--- src/hw/rtl/pth_sqrt.sv ---
// Bit-pair integer square root, one result bit per cycle.
// Standalone; no package dependencies.
`timescale 1ns / 1ps
module pth_sqrt (
  input  logic        clk,
  input  logic        rst_n,
  input  logic        go,
  input  logic [63:0] radicand,
  output logic        done,
  output logic [31:0] root
);

  logic [63:0] v_r, v_nxt;
  logic [33:0] rem_r, rem_nxt;
  logic [31:0] r_r, r_nxt;
  logic [5:0]  cnt_r, cnt_nxt;
  logic        busy_r, busy_nxt;
  logic        done_r, done_nxt;
  logic [33:0] trial;
  logic [33:0] test;

  always_comb begin
    v_nxt = v_r;
    rem_nxt = rem_r;
    r_nxt = r_r;
    cnt_nxt = cnt_r;
    busy_nxt = busy_r;
    done_nxt = 1'b0;
    trial = {rem_r[31:0], v_r[63:62]};
    test = {r_r, 2'b01};
    if (go) begin
      v_nxt = radicand;
      rem_nxt = '0;
      r_nxt = '0;
      cnt_nxt = 6'd32;
      busy_nxt = 1'b1;
    end else if (busy_r) begin
      v_nxt = {v_r[61:0], 2'b00};
      if (trial >= test) begin
        rem_nxt = trial - test;
        r_nxt = {r_r[30:0], 1'b1};
      end else begin
        rem_nxt = trial;
        r_nxt = {r_r[30:0], 1'b0};
      end
      cnt_nxt = cnt_r - 6'd1;
      if (cnt_r == 6'd1) begin
        busy_nxt = 1'b0;
        done_nxt = 1'b1;
      end
    end
  end

  always_ff @(posedge clk) begin
    v_r <= v_nxt;
    rem_r <= rem_nxt;
    r_r <= r_nxt;
    cnt_r <= cnt_nxt;
    if (!rst_n) begin
      busy_r <= 1'b0;
      done_r <= 1'b0;
    end else begin
      busy_r <= busy_nxt;
      done_r <= done_nxt;
    end
  end

  assign done = done_r;
  assign root = r_r;

endmodule

--- config.mk ---
export PLATFORM = sky130hd
export DESIGN_NAME = pth_sqrt
export DESIGN_NICKNAME = d
export VERILOG_FILES = /design/src/hw/rtl/pth_sqrt.sv
export SDC_FILE = /design/constraint.sdc
export NUM_CORES = 1
export LEC_CHECK = 0
export BUFFER_PORTS_ARGS = -buffer_cell sky130_fd_sc_hd__buf_4
export CELL_PAD_IN_SITES_DETAIL_PLACEMENT = 1
export CELL_PAD_IN_SITES_GLOBAL_PLACEMENT = 2
export CORE_ASPECT_RATIO = 1.5
export CORE_MARGIN = 3
export CORE_UTILIZATION = 32
export DETAILED_ROUTE_END_ITERATION = 6
export GPL_TIMING_DRIVEN = 0
export PLACE_DENSITY_LB_ADDON = 0.1
export SYNTH_ARGS = -nofsm -noshare
export SYNTH_HDL_FRONTEND = slang
export SYNTH_SLANG_ARGS = --single-unit
--- constraint.sdc ---
create_clock -name clk -period 4.4 [get_ports clk]
set_input_delay 0.44 -clock clk [delete_from_list [all_inputs] [get_ports clk]]
set_output_delay 0.44 -clock clk [all_outputs]
set_load 0.02 [all_outputs]
* After elaboration in Yosys (flattened, before gate mapping) *
Cells that the tools add are included.

cells by class
  add/subtract/negate cells = 2
  mux-type cells = 8
  bitwise operators = 2
  order comparisons = 1
  reduce and logical (&&, ||, !) cells = 2
  equal/unequal tests = 1

operators by type and width
  kind                                                 number
  2-to-1 mux 64 bit                                    2
  >= comparator 34 bit                                 1
  2-to-1 mux 32 bit                                    1
  subtractor 32 bit                                    1
  equality test 6 x 1 -> 1 bit, second input constant  1
  subtractor 6 x 1 -> 6 bit, second input constant     1
  2-to-1 mux 1 bit                                     5
  OR reduction 3 bit                                   1
  inverter 1 bit                                       2
  nonzero test 2 bit                                   1

storage, ports and cells
  word-level logic and storage cells = 22
  input port bits = 67
  flip-flop bits (word level) = 136
  output and inout port bits = 33

* Logic depth before layout (Yosys ltp) *
  word-level depth = 4
  mapped depth = 14
  mapped depth without buffers = 11

* Worst setup path after synthesis *
No wires, ideal clock.

  path kind = register to register
  from = register r_r[0] (netlist: root[0])
  to = register rem_r[30]
  data arrival time = 2.854 ns
  setup slack = 1.424 ns
  stages on the path, launching flop included = 13
  data required time = 4.278 ns
  buffers on the path = 2
  period minus slack after synthesis = 2.976 ns
  setup time = 0.122 ns
  cells stage by stage = dfxtp_1 -> inv_1 -> ha_1 -> nor2b_1 -> o31a_1 -> o31ai_4 -> a31oi_2 -> a221oi_4 -> o2bb2ai_2 -> a211oi_2 -> buf_6 -> buf_6 -> a311o_1

between the ends
  word-level cells in the longest chain between the ends = 2
  elaborated cells on any way between the ends = 3
  classes of those cells = add/sub (1); order compare (1); mux (1)

RTL lines
  item                                                              line    RTL
  start, declared                                                   15      logic [31:0] r_r, r_nxt;
  start signal, assigned                                            57      r_r <= r_nxt;
  subtractor 32 bit / >= comparator 34 bit (equally long branches)  40, 39
  2-to-1 mux 32 bit *                                               39      if (trial >= test) begin
  end signal, assigned                                              56      rem_r <= rem_nxt;
  end, declared                                                     14      logic [33:0] rem_r, rem_nxt;

Mark *: on every way between the ends. The rest lies on a longest branch, timed or not.
A chain may end at the register's enable or synchronous reset.

* Final worst setup path *
  from = register r_r[0] (netlist: root[0])
  to = register rem_r[29]

The elaborated chain is that of the path after synthesis.

==> parameters.txt <==
Parameter                              Value

Run status
  Result of the run    completed

Setup path
  Startpoint kind of the worst setup timing path    register
  Type of the setup path with the least slack    reg -> reg
  Kind of end point of the critical path    register
  Worst-path cell chain    inv_1, ha_1, or3_1, a2111oi_0, o21ai_1, a31oi_2, o21bai_1, a21oi_1, o21ai_0, xnor2_1, o221ai_1
  Slowest stage delay, CP    550 ps
  Data required time of the worst path    4690 ps
  CP arrival    3900 ps
  Critical Path Fanout Max    6
  Critical path buffer and inverter count    1
  Dominant delay contributor by cell family on the critical path    compound AO/OA/AOI/OAI gates
  Critical-path cell with the highest stage delay    sky130_fd_sc_hd__a2111oi_0

Routing
  Avg WL per Cell    18.09 um
  Routed vias/inst    5.035
  Routed WL    19,900 um
  DR vias    5,539
  Residual DRC count    0
  First DRT Iteration DRCs    152
  Number of nets with antenna violations after routing    0
  Number of detailed-routing iterations run before antenna repair    5

Placement
  Placed cells    1,068
  Port Buffer Count    99
  Detailed Place HPWL    15,290 um
  Standard cell area after detailed placement    8433 um2
  Weighted congestion reported at the end of routability-driven placement    0.8261

STA
  Setup TNS    0 ps
  Number of max-slew violations in the final report    0
  Clock tree skew after final layout    6.803 ps
  Share of the clock period used by the worst path    82.01%
  RSZ-0062 raised after global routing    false
  Total of endpoints with negative setup slack in the final report    0
  Min Tclk post-route    3608 ps
  Worst Tran Pin Value    793.2 ps
  Peak clock frequency supported by timing    0.2771 GHz
  Max_slew headroom    47.12%
  Total count of hold-check failures in the final report    0

Power and ir drop
  Overall Power    5.761 mW
  Leak    3.666 nW
  Largest voltage drop on the vdd net    0.2935 mV
  Total power divided by cell area    640.0 nW/um2

Layout
  Area delta synth->final    22.91%
  Net count reported at finish    914
  Count of antenna diodes in the layout    0
  Share of final-layout standard cells stronger than drive strength 1    24.51%
  Non-Filler Instances    1,100
  Fill cell total of the finished layout    2,522
  Highest-count cells in the layout ignoring fill and taps    sky130_fd_sc_hd__buf_4, sky130_fd_sc_hd__nor2_1, sky130_fd_sc_hd__dfxtp_1
  Final std cell area, no fill    9002 um2
  Most common cell after layout, fill and taps aside    sky130_fd_sc_hd__buf_4

Die
  Initial core utilization    32.60%
  Top-Level Pins    100
  Die Span X    129.5 um
  Die height    191.3 um
  Floorplan die area    24,780 um2
  Standard-cell row count    67
  Core ar.    22,470 um2

Synth
  Number of flip-flops and latches in the synthesized netlist    136
  Share of the yosys chip area belonging to registers    45.92%
  Number of enable flip-flop cells after synthesis    64
  Mapped Avg Cell Area    10.58 um2
  Primary flip-flop cell chosen by synthesis mapping    sky130_fd_sc_hd__dfxtp_1
  Syn_nets    795
  Post-synth design cell area    7325 um2
  Post-synthesis async set-or-reset flop share    0%
  Count of synthesis-stage warnings from yosys    0
  Number of distinct library cells after synthesis    57
  Gate count after technology mapping    692

Global route
  Aggregate global-route resource usage    16.73%
  Via count of the first global-routing pass    6,110
  Antenna violations before repair    0
  Most utilized layer in the global route result    met2
  First-pass GRT wire length    32,260 um
  GR Layer Usage met2    31.97%
  GR met1 Demand/Resource    17.86%
  Overflow left after global routing    0
  Met3 track utilization from global routing    3.634%
  Largest net degree at the start of global routing    40

Job
  Total of max-cap violations    0

Clock tree
  Later-pin clock latency in the skew report    420 ps
  Number of sinks on the clock net    136
  TritonCTS Buffers    17
  TritonCTS clock tree    built
  Post-CTS setup repair buffer count    0
  H-tree Lvls    4
  Library cell used as clock root buffer    sky130_fd_sc_hd__clkbuf_16
  Clock buffer depth    2
  Clock slew at reported path FFs    60 ps
  Post-cts gate resize count    0
  Hold-fix buffers at CTS    0

Min path
  Class of the most critical hold timing path    in -> reg
[layout make-up]
| class | count | area [um2] | area share [%] |
|---|---|---|---|
| clock inverter | 9 | 101.3 | 1.126 |
| tap | 276 | 345.3 | 3.836 |
| sequential | 136 | 3363 | 37.36 |
| timing repair buffer | 100 | 763.2 | 8.478 |
| clock buffer | 23 | 467.9 | 5.198 |
| multi-input combinational | 478 | 3649 | 40.53 |
| buffer | 37 | 158.9 | 1.765 |
| inverter | 41 | 153.9 | 1.710 |
[cell families (layout without fill, tap and decap cells)]
| logic type | after synthesis | in the layout | share of synthesized area (%) |
|---|---|---|---|
| buf+inv | 78 | 210 | 4.271 |
| fa+ha+maj | 36 | 36 | 6.150 |
| flops | 136 | 136 | 45.92 |
| compound gates | 126 | 126 | 12.23 |
| xor+xnor | 31 | 31 | 3.707 |
| simple gates | 168 | 168 | 10.68 |
| mux | 117 | 117 | 17.05 |
[final timing paths]
path | from | end | slack (ps) | cells after the start
worst min-delay path | rst_n | busy_r | 260 | 3
worst max-delay path | root[0] | rem_r[29] | 790 | 11
worst min register to register | rem_r[21] | rem_r[21] | 480 | 2
worst max register to register | root[0] | rem_r[29] | 790 | 11
[synth_stat cells (all sizes together), types with 6 or more instances]
library cell / count / share of area, %
nor2: 76 / 3.9
dfxtp: 72 / 20
edfxtp: 64 / 26
mux2: 62 / 9.5
mux2i: 55 / 7.5
inv: 41 / 2.1
ha: 36 / 6.1
nand2: 34 / 1.7
clkbuf: 30 / 1.5
a21oi: 28 / 1.9
o21ai: 21 / 1.4
xnor2: 19 / 2.3
a211oi: 17 / 1.8
a21o: 16 / 1.6
xor2: 12 / 1.4
and3: 9 / 0.77
nand3: 8 / 0.55
a31oi: 7 / 0.77
buf: 7 / 0.63
nand4: 7 / 0.60
nand2b: 6 / 0.51
o21a: 6 / 0.61
o21bai: 6 / 0.61
[worst min-delay path, stage by stage]
cell and delay, ps:
sky130_fd_sc_hd__buf_4 80, sky130_fd_sc_hd__inv_1 40, sky130_fd_sc_hd__nor2_1 90
[report_power, final]
part / leakage (nW) / internal (mW) / switching, mW / total (mW)
clock network: 0.272 / 0.859 / 0.543 / 1.40
registers: 1.23 / 1.50 / 0.111 / 1.61
logic: 2.16 / 1.20 / 1.55 / 2.75
[stage by stage]
stage / setup WS [ps] / utilization (%) / hold slack (ps)
finish: 791.8 / 40.07 / 263.7
CTS: 688.5 / 40.07 / 248.1
global placement: 351.9 / 37.45 / 461.8
global route: 540.0 / 40.07 / 278.8
floorplan: 1424 / - / 436.7
detailed placement: 714.3 / 37.54 / 468.5
[state kept, by name, summed over array words and instances (netlist names)]
signal,flops
rem_r,32
busy_r,1
done,1
v_r,64
root,32
cnt_r,6
[metal layers]
| metal | routed length, um | vias up |
|---|---|---|
| li1 | - | 2725 |
| met1 | 7813 | 2695 |
| met2 | 11100 | 95 |
| met3 | 649 | 24 |
| met4 | 346 | 0 |
| met5 | 0 | - |
No activity file was read; power rests on OpenSTA's default activity.
