### config.mk
export PLATFORM = sky130hd
export DESIGN_NAME = pth_divider
export DESIGN_NICKNAME = d
export VERILOG_FILES = /design/src/hw/rtl/pth_divider.sv
export SDC_FILE = /design/constraint.sdc
export NUM_CORES = 1
export LEC_CHECK = 0
export ABC_AREA = 1
export BUFFER_PORTS_ARGS = -buffer_cell sky130_fd_sc_hd__buf_2
export CORE_UTILIZATION = 51
export CTS_CLUSTER_DIAMETER = 80
export CTS_CLUSTER_SIZE = 8
export DETAILED_ROUTE_END_ITERATION = 10
export GPL_ROUTABILITY_DRIVEN = 0
export PLACE_DENSITY_LB_ADDON = 0.05
export SYNTH_ARGS = -nofsm -noshare
export SYNTH_HDL_FRONTEND = slang
export SYNTH_SLANG_ARGS = --single-unit
### constraint.sdc
create_clock -name clk -period 3.45 [get_ports clk]
set_clock_uncertainty 0.2 [all_clocks]
set_input_delay 0.69 -clock clk [delete_from_list [all_inputs] [get_ports clk]]
set_output_delay 0.69 -clock clk [all_outputs]
set_load 0.02 [all_outputs]
### src/hw/rtl/pth_divider.sv
// Restoring divider, one quotient bit per cycle, shared by all finish divisions.
// Standalone; does not use pth_pkg and has no other dependencies.
`timescale 1ns / 1ps
module pth_divider (
  input  logic        clk,
  input  logic        rst_n,
  input  logic        go,
  input  logic [63:0] dividend,
  input  logic [39:0] divisor,
  output logic        done,
  output logic [63:0] quotient
);

  logic [63:0] q_r, q_nxt;
  logic [40:0] rem_r, rem_nxt;
  logic [6:0]  cnt_r, cnt_nxt;
  logic        busy_r, busy_nxt;
  logic        done_r, done_nxt;
  logic [40:0] trial;

  always_comb begin
    q_nxt = q_r;
    rem_nxt = rem_r;
    cnt_nxt = cnt_r;
    busy_nxt = busy_r;
    done_nxt = 1'b0;
    trial = {rem_r[39:0], q_r[63]};
    if (go) begin
      q_nxt = dividend;
      rem_nxt = '0;
      cnt_nxt = 7'd64;
      busy_nxt = 1'b1;
    end else if (busy_r) begin
      if (trial >= {1'b0, divisor}) begin
        rem_nxt = trial - {1'b0, divisor};
        q_nxt = {q_r[62:0], 1'b1};
      end else begin
        rem_nxt = trial;
        q_nxt = {q_r[62:0], 1'b0};
      end
      cnt_nxt = cnt_r - 7'd1;
      if (cnt_r == 7'd1) begin
        busy_nxt = 1'b0;
        done_nxt = 1'b1;
      end
    end
  end

  always_ff @(posedge clk) begin
    q_r <= q_nxt;
    rem_r <= rem_nxt;
    cnt_r <= cnt_nxt;
    if (!rst_n) begin
      busy_r <= 1'b0;
      done_r <= 1'b0;
    end else begin
      busy_r <= busy_nxt;
      done_r <= done_nxt;
    end
  end

  assign done = done_r;
  assign quotient = q_r;

endmodule

# Yosys cells after proc, flatten, opt, wreduce, memory -nomap -nowiden
# Index checks and enable logic that the tools add are counted.
# totals
ff_bits	113
input_bits	107
output_inout_bits	65
elab_cells	21
# op_classes
n_addsub	2
magnitude_cmp	1
n_eq_ne	1
mux	8
bitwise_logic	2
reduce_logical	2
# op_table
operator	n
$mux W64	2
$ge A41 B40 Y1	1
$mux W40	1
$sub A40 B40 Y40	1
$eq A7 B1 Y1 const B	1
$sub A7 B1 Y7 const B	1
$mux W1	5
$reduce_or A3 Y1	1
$not A1 Y1	2
$reduce_bool A2 Y1	1

# Logic depth before layout (Yosys ltp)
# Gate-level depths: netlist of the first run.
# depth
depth_word	4
ltp_mapped	17
mapped_depth_nobuf	17

# Worst setup path before layout of the first run
# Ideal clock, no wire load.
# synth_timing
path_type	input to register
start	input go
end	register q_r[0], in the netlist quotient[0], enable pin
t_arrival_ns	3.131
required_time_ns	2.796
path_slack_ns	-0.334
cell_stages	4
path_buffers	2
cell_sequence	clkbuf_1 > nor2_1 > inv_2 > buf_1
# synth_via
elab_chain_len	1
# synth_lines
item	line_no	rtl
start: declaration	7	input logic go,
$reduce_bool A2 Y1 (no source line)	n/a	
end signal: assignment	50	q_r <= q_nxt;
end: declaration	14	logic [63:0] q_r, q_nxt;
# Every way passes these cells.
# A chain may end at the register's enable or synchronous reset.

# Final worst setup path of the first run
# layout_timing
start	input divisor[32]
end	register rem_r[34]
# layout_via
elab_chain_len	2
# layout_lines
item	line_no	rtl
start: declaration	9	input logic [39:0] divisor,
$sub A40 B40 Y40 or $ge A41 B40 Y1 (tied branches)	35, 34	
$mux W40 (*)	34	if (trial >= {1'b0, divisor}) begin
end signal: assignment	51	rem_r <= rem_nxt;
end: declaration	15	logic [40:0] rem_r, rem_nxt;
# Every way passes the cells marked *; elsewhere a longest branch is shown, timed or not.

==> flow_metrics.env, run 1 <==
export IMPL_crit_family="buffers and inverters"
export IMPL_grt_first_pass_wirelength_microns=34500
export IMPL_synth_top_area_cell="nand2_1"
export IMPL_io_pins=172
export IMPL_reg2regPathDepth=12
export IMPL_viasPerCell=4.85
export IMPL_period_needed_ps=2800
export IMPL_n_antenna_cell=0
export IMPL_clockRootBuffer="clkbuf_16"
export IMPL_seqPwrFrac=0.405
export IMPL_fin_tns_setup_ps=0
export IMPL_p_clk_frac=0.447
export IMPL_nets=1629
export IMPL_grt_max_degree=48
export IMPL_post_cts_setup_buffer_count=0
export IMPL_initial_core_util=0.523
export IMPL_wl_microns=22000
export IMPL_fp_dieW_microns=130
export IMPL_relSlewSlack=0.558
export IMPL_syn_inst=1311
export IMPL_worst_setup_path_type="in -> reg"
export IMPL_clock_sinks=113
export IMPL_grtUsageTotal=0.262
export IMPL_cts_hold_fix_buffers=0
export IMPL_reg2reg_from="rem_r[31]"
export IMPL_clock_path_buffers=2
export IMPL_grt_pass1_vias=7229
export IMPL_die_y_microns=130
export IMPL_cts_resized=0
export IMPL_maxCapViolCount=0
export IMPL_antenna_found_initial=0
export IMPL_gr_total_overflow=0
export IMPL_yosysWarnings=0
export IMPL_end_kind="register"
export IMPL_worstMarginPinSlew_ps=662
export IMPL_start_kind="input pin"
export IMPL_wl_per_cell_microns=12.9
export IMPL_combPwrFrac=0.148
export IMPL_crit_path_top_delay_cell="buf_4"
export IMPL_synth_area_leaders="nand2_1 (26%), edfxtp_1 (23%), dfxtp_1 (12%)"
export IMPL_post_route_period_util=0.813
export IMPL_synth_top_flop_cell="edfxtp_1"
export IMPL_fp_coreArea_sq_mm=0.0159
export IMPL_drt_pass1_iterations=5
export IMPL_drc=0
export IMPL_p_int_w=0.00280
export IMPL_worst_r2r_endpoint="rem_r[34]"
export IMPL_power_switching_w=0.00110
export IMPL_postSynthAreaPerCell_sq_um=6.36
export IMPL_worstPathArrival_ps=2920
export IMPL_syn2layout_area_growth_pct=19.4
export IMPL_min_path_type="reg -> reg"
export IMPL_cp_num_cells=14
export IMPL_outcome="completed"
export IMPL_whs_ps=271
export IMPL_clk_latency_ps=430
export IMPL_drtIter0Drc=485
export IMPL_min_from="rem_r[18]"
export IMPL_synth_nets=1461
export IMPL_die_area_sq_mm=0.0169
export IMPL_io_buffers=171
export IMPL_dp_hpwl_microns=16700
export IMPL_syn_area_sq_mm=0.00833
export IMPL_ir_drop_mv=0.348
export IMPL_sw_frac_of_total=0.281
export IMPL_ys_seq_elements=113
export IMPL_synth_top_area_share=0.264
export IMPL_htree_num_levels=4
export IMPL_synth_edff_count=64
export IMPL_p_leak_nw=5.65
export IMPL_finalSetupViolCount=0
export IMPL_rsz0062_at_grt="false"
export IMPL_path_common_cell="nand2_1"
export IMPL_ys_types=37
export IMPL_std_cell_rows=46
export IMPL_drive_above_1_share=0.153
export IMPL_dr_total_vias=8276
export IMPL_seq_area_frac_synth=0.348
export IMPL_hold_viol=0
export IMPL_p_per_area_mw_per_mm2=392
export IMPL_cts_tree="built"
export IMPL_endpoint="rem_r[34]"
export IMPL_fmax_mhz=357
export IMPL_crit_path_cell_trace="buf_2 > inv_1 > ha_1 > a21oi_1 > o21ai_0 > inv_1 > a21oi_1 > nor2_4 > buf_4 > nand3_1 > nand2_1 > clkinv_1 > nand2_1 > nand2_1"
export IMPL_reg2reg_slack_ps=710
export IMPL_cp_buffers_inverters=5
export IMPL_ant_nets=0
export IMPL_required_ps=3560
export IMPL_crit_path_max_incr_delay_ps=430
export IMPL_cts_buffers=17
export IMPL_synthArstFlopShare=0
export IMPL_cp_startpoint="divisor[32]"
export IMPL_clkTransAtPathRegs_ps=60
export IMPL_drv_slew=0
export IMPL_cp_max_fo=33
worst min-delay path by stage:
stage / to / cells after the start
5_1_grt: rem_r[31] / 2
3_5_place_dp: rem_r[18] / 2
6_report: rem_r[18] / 2
3_3_place_gp: rem_r[31] / 2
4_1_cts: rem_r[31] / 2
2_1_floorplan: rem_r[17] / 2
layout by cell type, fill, tap and decap left out, drive strengths merged, types with 10 or more instances in the layout:
| cell type | count |
|---|---|
| nand3b | 20 |
| inv | 225 |
| clkbuf | 20 |
| ha | 42 |
| dfxtp | 49 |
| a21oi | 29 |
| buf | 183 |
| nand3 | 95 |
| o21ai | 28 |
| nor2 | 86 |
| clkinv | 10 |
| edfxtp | 64 |
| nand2 | 589 |
| xnor2 | 21 |
state kept, by name, indices dropped and copies added, names as in the netlist:
signal	count
cnt_r	7
rem_r	40
quotient	64
busy_r	1
done	1
worst min-delay path, stage by stage, from the launching register on:
cell	delay, ps
dfxtp_1	320
nand2_1	60
nand2_1	40
cells in the mapped netlist (3+ instances only):
| master | count |
|---|---|
| nor2_1 | 79 |
| nand3b_1 | 20 |
| nor2_2 | 6 |
| ha_1 | 42 |
| a21oi_1 | 29 |
| edfxtp_1 | 64 |
| buf_1 | 5 |
| o21ai_0 | 10 |
| o21bai_1 | 3 |
| buf_6 | 5 |
| nand2_1 | 586 |
| clkbuf_1 | 15 |
| nor3_1 | 5 |
| buf_4 | 3 |
| xnor2_1 | 21 |
| nand4_1 | 4 |
| dfxtp_1 | 49 |
| buf_2 | 6 |
| o21ai_1 | 18 |
| nand3_1 | 93 |
| clkinv_1 | 4 |
| inv_1 | 222 |
layout make-up:
type,instances,area (sq um)
Clock buffer,20,437
Clock inverter,12,135
Fill cell,1605,5990
Inverter,228,857
Multi-Input combinational cell,936,4390
Sequential cell,113,2900
Tap cell,216,270
Timing Repair Buffer,183,958
cell families (layout without fill, tap and decap cells):
logic type | Yosys count | after routing | share of synthesized area
AO/OA/AOI/OAI | 67 | 67 | 0.0432
XOR/XNOR | 23 | 23 | 0.0242
adder cells (fa/ha/maj) | 43 | 43 | 0.0655
buffers and inverters | 262 | 443 | 0.125
flip-flops | 113 | 113 | 0.348
AND/OR/NAND/NOR | 803 | 803 | 0.394
stage by stage:
step                       util  area (sq um)  instances  total power [W]  setup slack, ps
final                     0.624          9950       1708          0.00390              645
after global routing      0.624          9950       1708          0.00405              353
after CTS                 0.624          9950       1708          0.00392              726
after detailed placement  0.589          9380       1676          0.00218              307
after global placement    0.589          9380       1676          0.00218              303
after floorplan               -          8340       1311          0.00198              601
per-layer routing:
layer  GRT usage  vias to the layer above  share of wire
li1            -                     4345              -
met1       0.358                     3669           0.49
met2       0.419                      224           0.44
met3      0.0459                       38          0.047
met4      0.0828                        0          0.018
met5           0                        -              0
power groups by stage:
stage	logic [W]	clock network [W]	registers (W)
3_3_place_gp	0.000571	0	0.00161
3_5_place_dp	0.000574	0	0.00161
4_1_cts	0.000579	0.00176	0.00158
6_report	0.000578	0.00174	0.00158
2_1_floorplan	0.000265	0	0.00171
5_1_grt	0.000641	0.00181	0.00159
Power figures use the tool's default switching activity.
==> run 2: changes to the inputs <==
--- a/config.mk
+++ b/config.mk
@@ -7,7 +7,7 @@
 export LEC_CHECK = 0
 export ABC_AREA = 1
 export BUFFER_PORTS_ARGS = -buffer_cell sky130_fd_sc_hd__buf_2
-export CORE_UTILIZATION = 51
+export CORE_UTILIZATION = 56
 export CTS_CLUSTER_DIAMETER = 80
 export CTS_CLUSTER_SIZE = 8
 export DETAILED_ROUTE_END_ITERATION = 10
==> constraint.sdc (replaced) <==
create_clock -name clk -period 2.93 [get_ports clk]
set_clock_uncertainty 0.2 [all_clocks]
set_input_delay 0.586 -clock clk [delete_from_list [all_inputs] [get_ports clk]]
set_output_delay 0.586 -clock clk [all_outputs]
set_load 0.02 [all_outputs]
==> flow_metrics.env, run 2 (same netlist as run 1, synthesis figures left out) <==
export IMPL_cts_hold_fix_buffers=0
export IMPL_antenna_found_initial=0
export IMPL_wl_per_cell_microns=13.1
export IMPL_drv_slew=0
export IMPL_min_path_type="in -> reg"
export IMPL_cts_tree="built"
export IMPL_largest_reg_flops=64
export IMPL_whs_ps=198
export IMPL_ir_drop_mv=0.423
export IMPL_ant_nets=0
export IMPL_n_antenna_cell=0
export IMPL_grt_met3_usage=0.0417
export IMPL_clkTransAtPathRegs_ps=50
export IMPL_grt_pass1_vias=7266
export IMPL_required_ps=3050
export IMPL_die_area_sq_mm=0.0154
export IMPL_clock_sinks=113
export IMPL_worstMarginPinSlew_ps=650
export IMPL_end_kind="register"
export IMPL_finalSetupViolCount=0
export IMPL_fp_dieW_microns=124
export IMPL_place_ws_ps=105
export IMPL_outcome="completed"
export IMPL_gr_total_overflow=0
export IMPL_wl_microns=21900
export IMPL_drive_above_1_share=0.153
export IMPL_cts_resized=0
export IMPL_die_y_microns=124
export IMPL_drc=0
export IMPL_cts_buffers=17
export IMPL_std_cell_rows=44
export IMPL_syn2layout_area_growth_pct=19.8
export IMPL_grt_max_degree=69
export IMPL_hold_end="busy_r"
export IMPL_reg2reg_from="quotient[63]"
export IMPL_initial_core_util=0.573
export IMPL_fmax_mhz=404
export IMPL_worst_setup_path_type="reg -> reg"
export IMPL_clk_latency_ps=430
export IMPL_grt_most_used_layer="met2"
export IMPL_dp_hpwl_microns=16500
export IMPL_clock_path_buffers=2
export IMPL_clockRootBuffer="clkbuf_16"
export IMPL_cp_max_fo=3
export IMPL_worst_r2r_endpoint="rem_r[32]"
export IMPL_min_path_cells=3
export IMPL_io_buffers=171
export IMPL_grtUsageTotal=0.285
export IMPL_rsz0062_at_grt="false"
export IMPL_reg2reg_slack_ps=460
export IMPL_post_cts_setup_buffer_count=0
export IMPL_p_leak_nw=5.69
export IMPL_fin_ws_ps=456
export IMPL_p_per_area_mw_per_mm2=466
export IMPL_reg2regPathDepth=15
export IMPL_drtIter0Drc=728
export IMPL_drt_pass1_iterations=5
export IMPL_htree_num_levels=4
export IMPL_grtUsageMet2=0.447
export IMPL_hold_viol=0
export IMPL_fin_tns_setup_ps=0
export IMPL_post_route_period_util=0.844
export IMPL_met1_usage=0.396
export IMPL_io_pins=172
export IMPL_nets=1629
export IMPL_p_total_w=0.00465
export IMPL_fp_coreArea_sq_mm=0.0145
export IMPL_min_from="rst_n"
export IMPL_worstPathArrival_ps=2590
export IMPL_final_common_cell="nand2_1"
export IMPL_relSlewSlack=0.567
export IMPL_dr_total_vias=8434
export IMPL_start_kind="register"
export IMPL_layout_common_cells="nand2_1 (586), inv_1 (222), buf_2 (171), nand3_1 (93), nor2_1 (78)"
export IMPL_maxCapViolCount=0
export IMPL_grt_first_pass_wirelength_microns=34000
export IMPL_viasPerCell=5.03
export IMPL_period_needed_ps=2470
[run 2: cell count changes in the layout (fill, tap and decap cells not counted), sizes merged]
cell      delta
clkbuf       -1
clkinv       +2
inv          -1
bufinv       +1
clkinvlp     -1
[run 2: how the worst max path moves through the flow]
stage | cells after the start | end | slack, ps | start
final | 15 | rem_r[32] | 460 | quotient[63]
after global routing | 15 | rem_r[28] | 240 | quotient[63]
after CTS | 14 | rem_r[39] | 480 | rem_r[14]
after detailed placement | 16 | rem_r[39] | 100 | divisor[14]
after global placement | 12 | quotient[0] | 90 | divisor[15]
after floorplan | 4 | quotient[0] | 190 | go
[run 2: layer usage]
layer	part of all wire	wire length, microns
met1	0.47	10400
met2	0.44	9720
met4	0.026	570
met3	0.057	1240
met5	0	0
[run 2: where the power goes]
part	switching, W	internal, W	total (W)
Combinational	0.000443	0.000236	0.000679
Sequential	0.0000549	0.00181	0.00186
Clock	0.000772	0.00134	0.00211
Total	0.00127	0.00338	0.00465
[run 2: final cells by class]
class / count / area [sq um]
Clock buffer: 19 / 433
Clock inverter: 13 / 163
Fill cell: 1386 / 4550
Inverter: 228 / 857
Multi-Input combinational cell: 936 / 4390
Sequential cell: 113 / 2900
Tap cell: 184 / 230
Timing Repair Buffer: 183 / 1010
[run 2: through the flow]
step	cells	utilization	instance area (sq um)
final	1676	0.687	9990
after detailed placement	1644	0.646	9390
after global placement	1644	0.646	9390
after CTS	1676	0.687	9990
after floorplan	1311	-	8340
after global routing	1676	0.687	9990
[run 2: worst max-delay path, cell delays in order, from the launching register on]
cell and delay, ps:
edfxtp_1 330, inv_1 60, ha_1 200, fa_1 440, nor2_1 160, o21ai_0 110
nand2_1 140, nand2_1 70, nand2_1 160, nand2_1 150, nand2_1 90, nand2_1 50
nand2_1 50, nand2_1 40, nand3_1 60, nand2_1 50
==> run 3: changes to the inputs <==
--- a/config.mk
+++ b/config.mk
@@ -5,9 +5,9 @@
 export SDC_FILE = /design/constraint.sdc
 export NUM_CORES = 1
 export LEC_CHECK = 0
-export ABC_AREA = 1
+export ABC_AREA = 0
 export BUFFER_PORTS_ARGS = -buffer_cell sky130_fd_sc_hd__buf_2
-export CORE_UTILIZATION = 56
+export CORE_UTILIZATION = 55
 export CTS_CLUSTER_DIAMETER = 80
 export CTS_CLUSTER_SIZE = 8
 export DETAILED_ROUTE_END_ITERATION = 10
==> constraint.sdc (replaced) <==
create_clock -name clk -period 2.29 [get_ports clk]
set_clock_uncertainty 0.2 [all_clocks]
set_input_delay 0.458 -clock clk [delete_from_list [all_inputs] [get_ports clk]]
set_output_delay 0.458 -clock clk [all_outputs]
set_load 0.02 [all_outputs]
==> flow_metrics.env, run 3 <==
export IMPL_rsz0062_at_grt="true"
export IMPL_yosysMostFrequentCell="nand2_1"
export IMPL_grt_first_pass_wirelength_microns=37300
export IMPL_fp_dieW_microns=117
export IMPL_p_leak_nw=5.10
export IMPL_maxCapViolCount=0
export IMPL_syn_inst=752
export IMPL_clk_latency_ps=420
export IMPL_synth_area_leaders="edfxtp_1 (26%), dfxtp_1 (13%), mux2_2 (9.8%)"
export IMPL_yosysWarnings=0
export IMPL_clock_path_buffers=2
export IMPL_syn2layout_area_growth_pct=52.0
export IMPL_dp_hpwl_microns=16000
export IMPL_fin_ws_ps=-805
export IMPL_grt_pass1_vias=7630
export IMPL_drc=0
export IMPL_sw_frac_of_total=0.304
export IMPL_grt_max_degree=65
export IMPL_fp_coreArea_sq_mm=0.0128
export IMPL_place_inst=1212
export IMPL_wl_per_cell_microns=19.6
export IMPL_final_core_util=0.868
export IMPL_p_clk_frac=0.388
export IMPL_clkTransAtPathRegs_ps=60
export IMPL_placed_area_sq_mm=0.00978
export IMPL_largest_reg_flops=64
export IMPL_worstPathArrival_ps=3190
export IMPL_drtIter0Drc=689
export IMPL_hold_viol=0
export IMPL_drv_slew=0
export IMPL_final_cells=1267
export IMPL_ys_types=64
export IMPL_reg2reg_slack_ps=-800
export IMPL_gr_total_overflow=0
export IMPL_cp_max_fo=4
export IMPL_antenna_found_initial=0
export IMPL_period_needed_ps=3090
export IMPL_final_cell_area_sq_mm=0.0111
export IMPL_power_switching_w=0.00225
export IMPL_die_area_sq_mm=0.0138
export IMPL_dr_total_vias=7550
export IMPL_ir_drop_mv=0.742
export IMPL_std_cell_rows=41
export IMPL_synth_top_cells_by_count="nand2_1 (78), nor2_1 (65), edfxtp_1 (64), mux2_2 (64), inv_1 (54)"
export IMPL_fmax_mhz=323
export IMPL_failed_checks="negative setup slack"
export IMPL_synth_edff_count=64
export IMPL_drt_pass1_iterations=8
export IMPL_place_ws_ps=-1030
export IMPL_end_kind="register"
export IMPL_die_y_microns=117
export IMPL_io_pins=172
export IMPL_clock_sinks=113
export IMPL_cts_tree="built"
export IMPL_wl_microns=24900
export IMPL_post_route_period_util=1.35
export IMPL_synth_top_area_share=0.262
export IMPL_combPwrFrac=0.277
export IMPL_synth_top_flop_cell="edfxtp_1"
export IMPL_ant_nets=0
export IMPL_postSynthAreaPerCell_sq_um=9.74
export IMPL_htree_num_levels=4
export IMPL_start_kind="register"
export IMPL_seq_area_frac_synth=0.396
export IMPL_io_buffers=171
export IMPL_fin_tns_setup_ps=-29350
export IMPL_required_ps=2390
export IMPL_cts_buffers=17
export IMPL_viasPerCell=5.96
export IMPL_p_per_area_mw_per_mm2=665
export IMPL_layout_common_cells="buf_2 (170), buf_4 (154), edfxtp_1 (64), mux2_2 (63), nor2_1 (62)"
export IMPL_n_antenna_cell=0
export IMPL_worstMarginPinSlew_ps=692
export IMPL_initial_core_util=0.571
export IMPL_synth_top_area_cell="edfxtp_1"
export IMPL_relSlewSlack=0.537
export IMPL_clockRootBuffer="clkbuf_16"
export IMPL_syn_area_sq_mm=0.00732
export IMPL_p_int_w=0.00515
export IMPL_nets=1232
export IMPL_final_common_cell="buf_2"
export IMPL_drive_above_1_share=0.532
export IMPL_ys_seq_elements=113
export IMPL_finalSetupViolCount=41
export IMPL_synthArstFlopShare=0
export IMPL_outcome="finished with violations"
export IMPL_worst_setup_path_type="reg -> reg"
export IMPL_min_path_type="in -> reg"
export IMPL_seqPwrFrac=0.335
export IMPL_synth_nets=902
export IMPL_cts_hold_fix_buffers=0
export IMPL_grtUsageTotal=0.341
[run 3: through the flow]
stage / power, W / hold slack, ps
after floorplan: 0.00362 / 263
final: 0.00741 / 114
after global routing: 0.00764 / 119
after global placement: 0.00427 / 283
after CTS: 0.00725 / 110
after detailed placement: 0.00434 / 312
[run 3: path summary, 6_finish.rpt]
| kind | from | to | depth (start not counted) |
|---|---|---|---|
| worst max-delay path | quotient[63] | rem_r[36] | 12 |
| worst max register to register | quotient[63] | rem_r[36] | 12 |
| worst min-delay path | rst_n | busy_r | 3 |
| worst min register to register | cnt_r[5] | cnt_r[5] | 2 |
[run 3: layout make-up]
type / count / area, sq um
clock buffers: 17 / 425
clock inverters: 15 / 208
fillers: 656 / 1700
inverters: 54 / 229
multi-input cells: 546 / 4740
flip-flops and latches: 113 / 2910
well taps: 172 / 215
repair buffers: 350 / 2400
[run 3: power by group through the flow]
stage / logic, W / clock network, W / registers, W
CTS: 0.00191 / 0.00287 / 0.00248
detailed placement: 0.00183 / 0 / 0.00251
global placement: 0.00177 / 0 / 0.00250
global route: 0.00217 / 0.00297 / 0.00250
finish: 0.00205 / 0.00287 / 0.00248
floorplan: 0.000967 / 0 / 0.00265
[run 3: routing by layer]
layer / track usage / routed length, microns / vias to the layer above
met5: 0 / 0 / -
met4: 0.183 / 1320 / 0
li1: - / - / 3407
met3: 0.0691 / 1920 / 133
met1: 0.384 / 9200 / 3564
met2: 0.603 / 12400 / 446
[run 3: cells by family after synthesis]
group / count (synthesis) / share of synthesized area
DFF: 113 / 0.396
AOI/OAI and AO/OA: 174 / 0.184
and+or+nand+nor: 221 / 0.139
buffers and inverters: 93 / 0.0536
xor gates and xnor gates: 38 / 0.0454
muxes: 70 / 0.107
adders and majority gates: 43 / 0.0745
[run 3: repair_timing]
item	CTS	global route
buffers inserted	16	5
pin swaps	52	32
endpoints found under the hold margin	0	0
gates cloned	2	0
resized for setup	66	47
setup endpoints to repair	41	41
[run 3: critical path, stage by stage (launching register included)]
cell and delay, ps:
edfxtp_1 410, inv_2 100, ha_4 190, fa_2 390, nand2b_4 170, a21oi_4 160, a211oi_4 100, o21ai_4 280
a21boi_4 120, o21ai_2 260, a21oi_1 160, xnor2_1 150, a221o_1 300
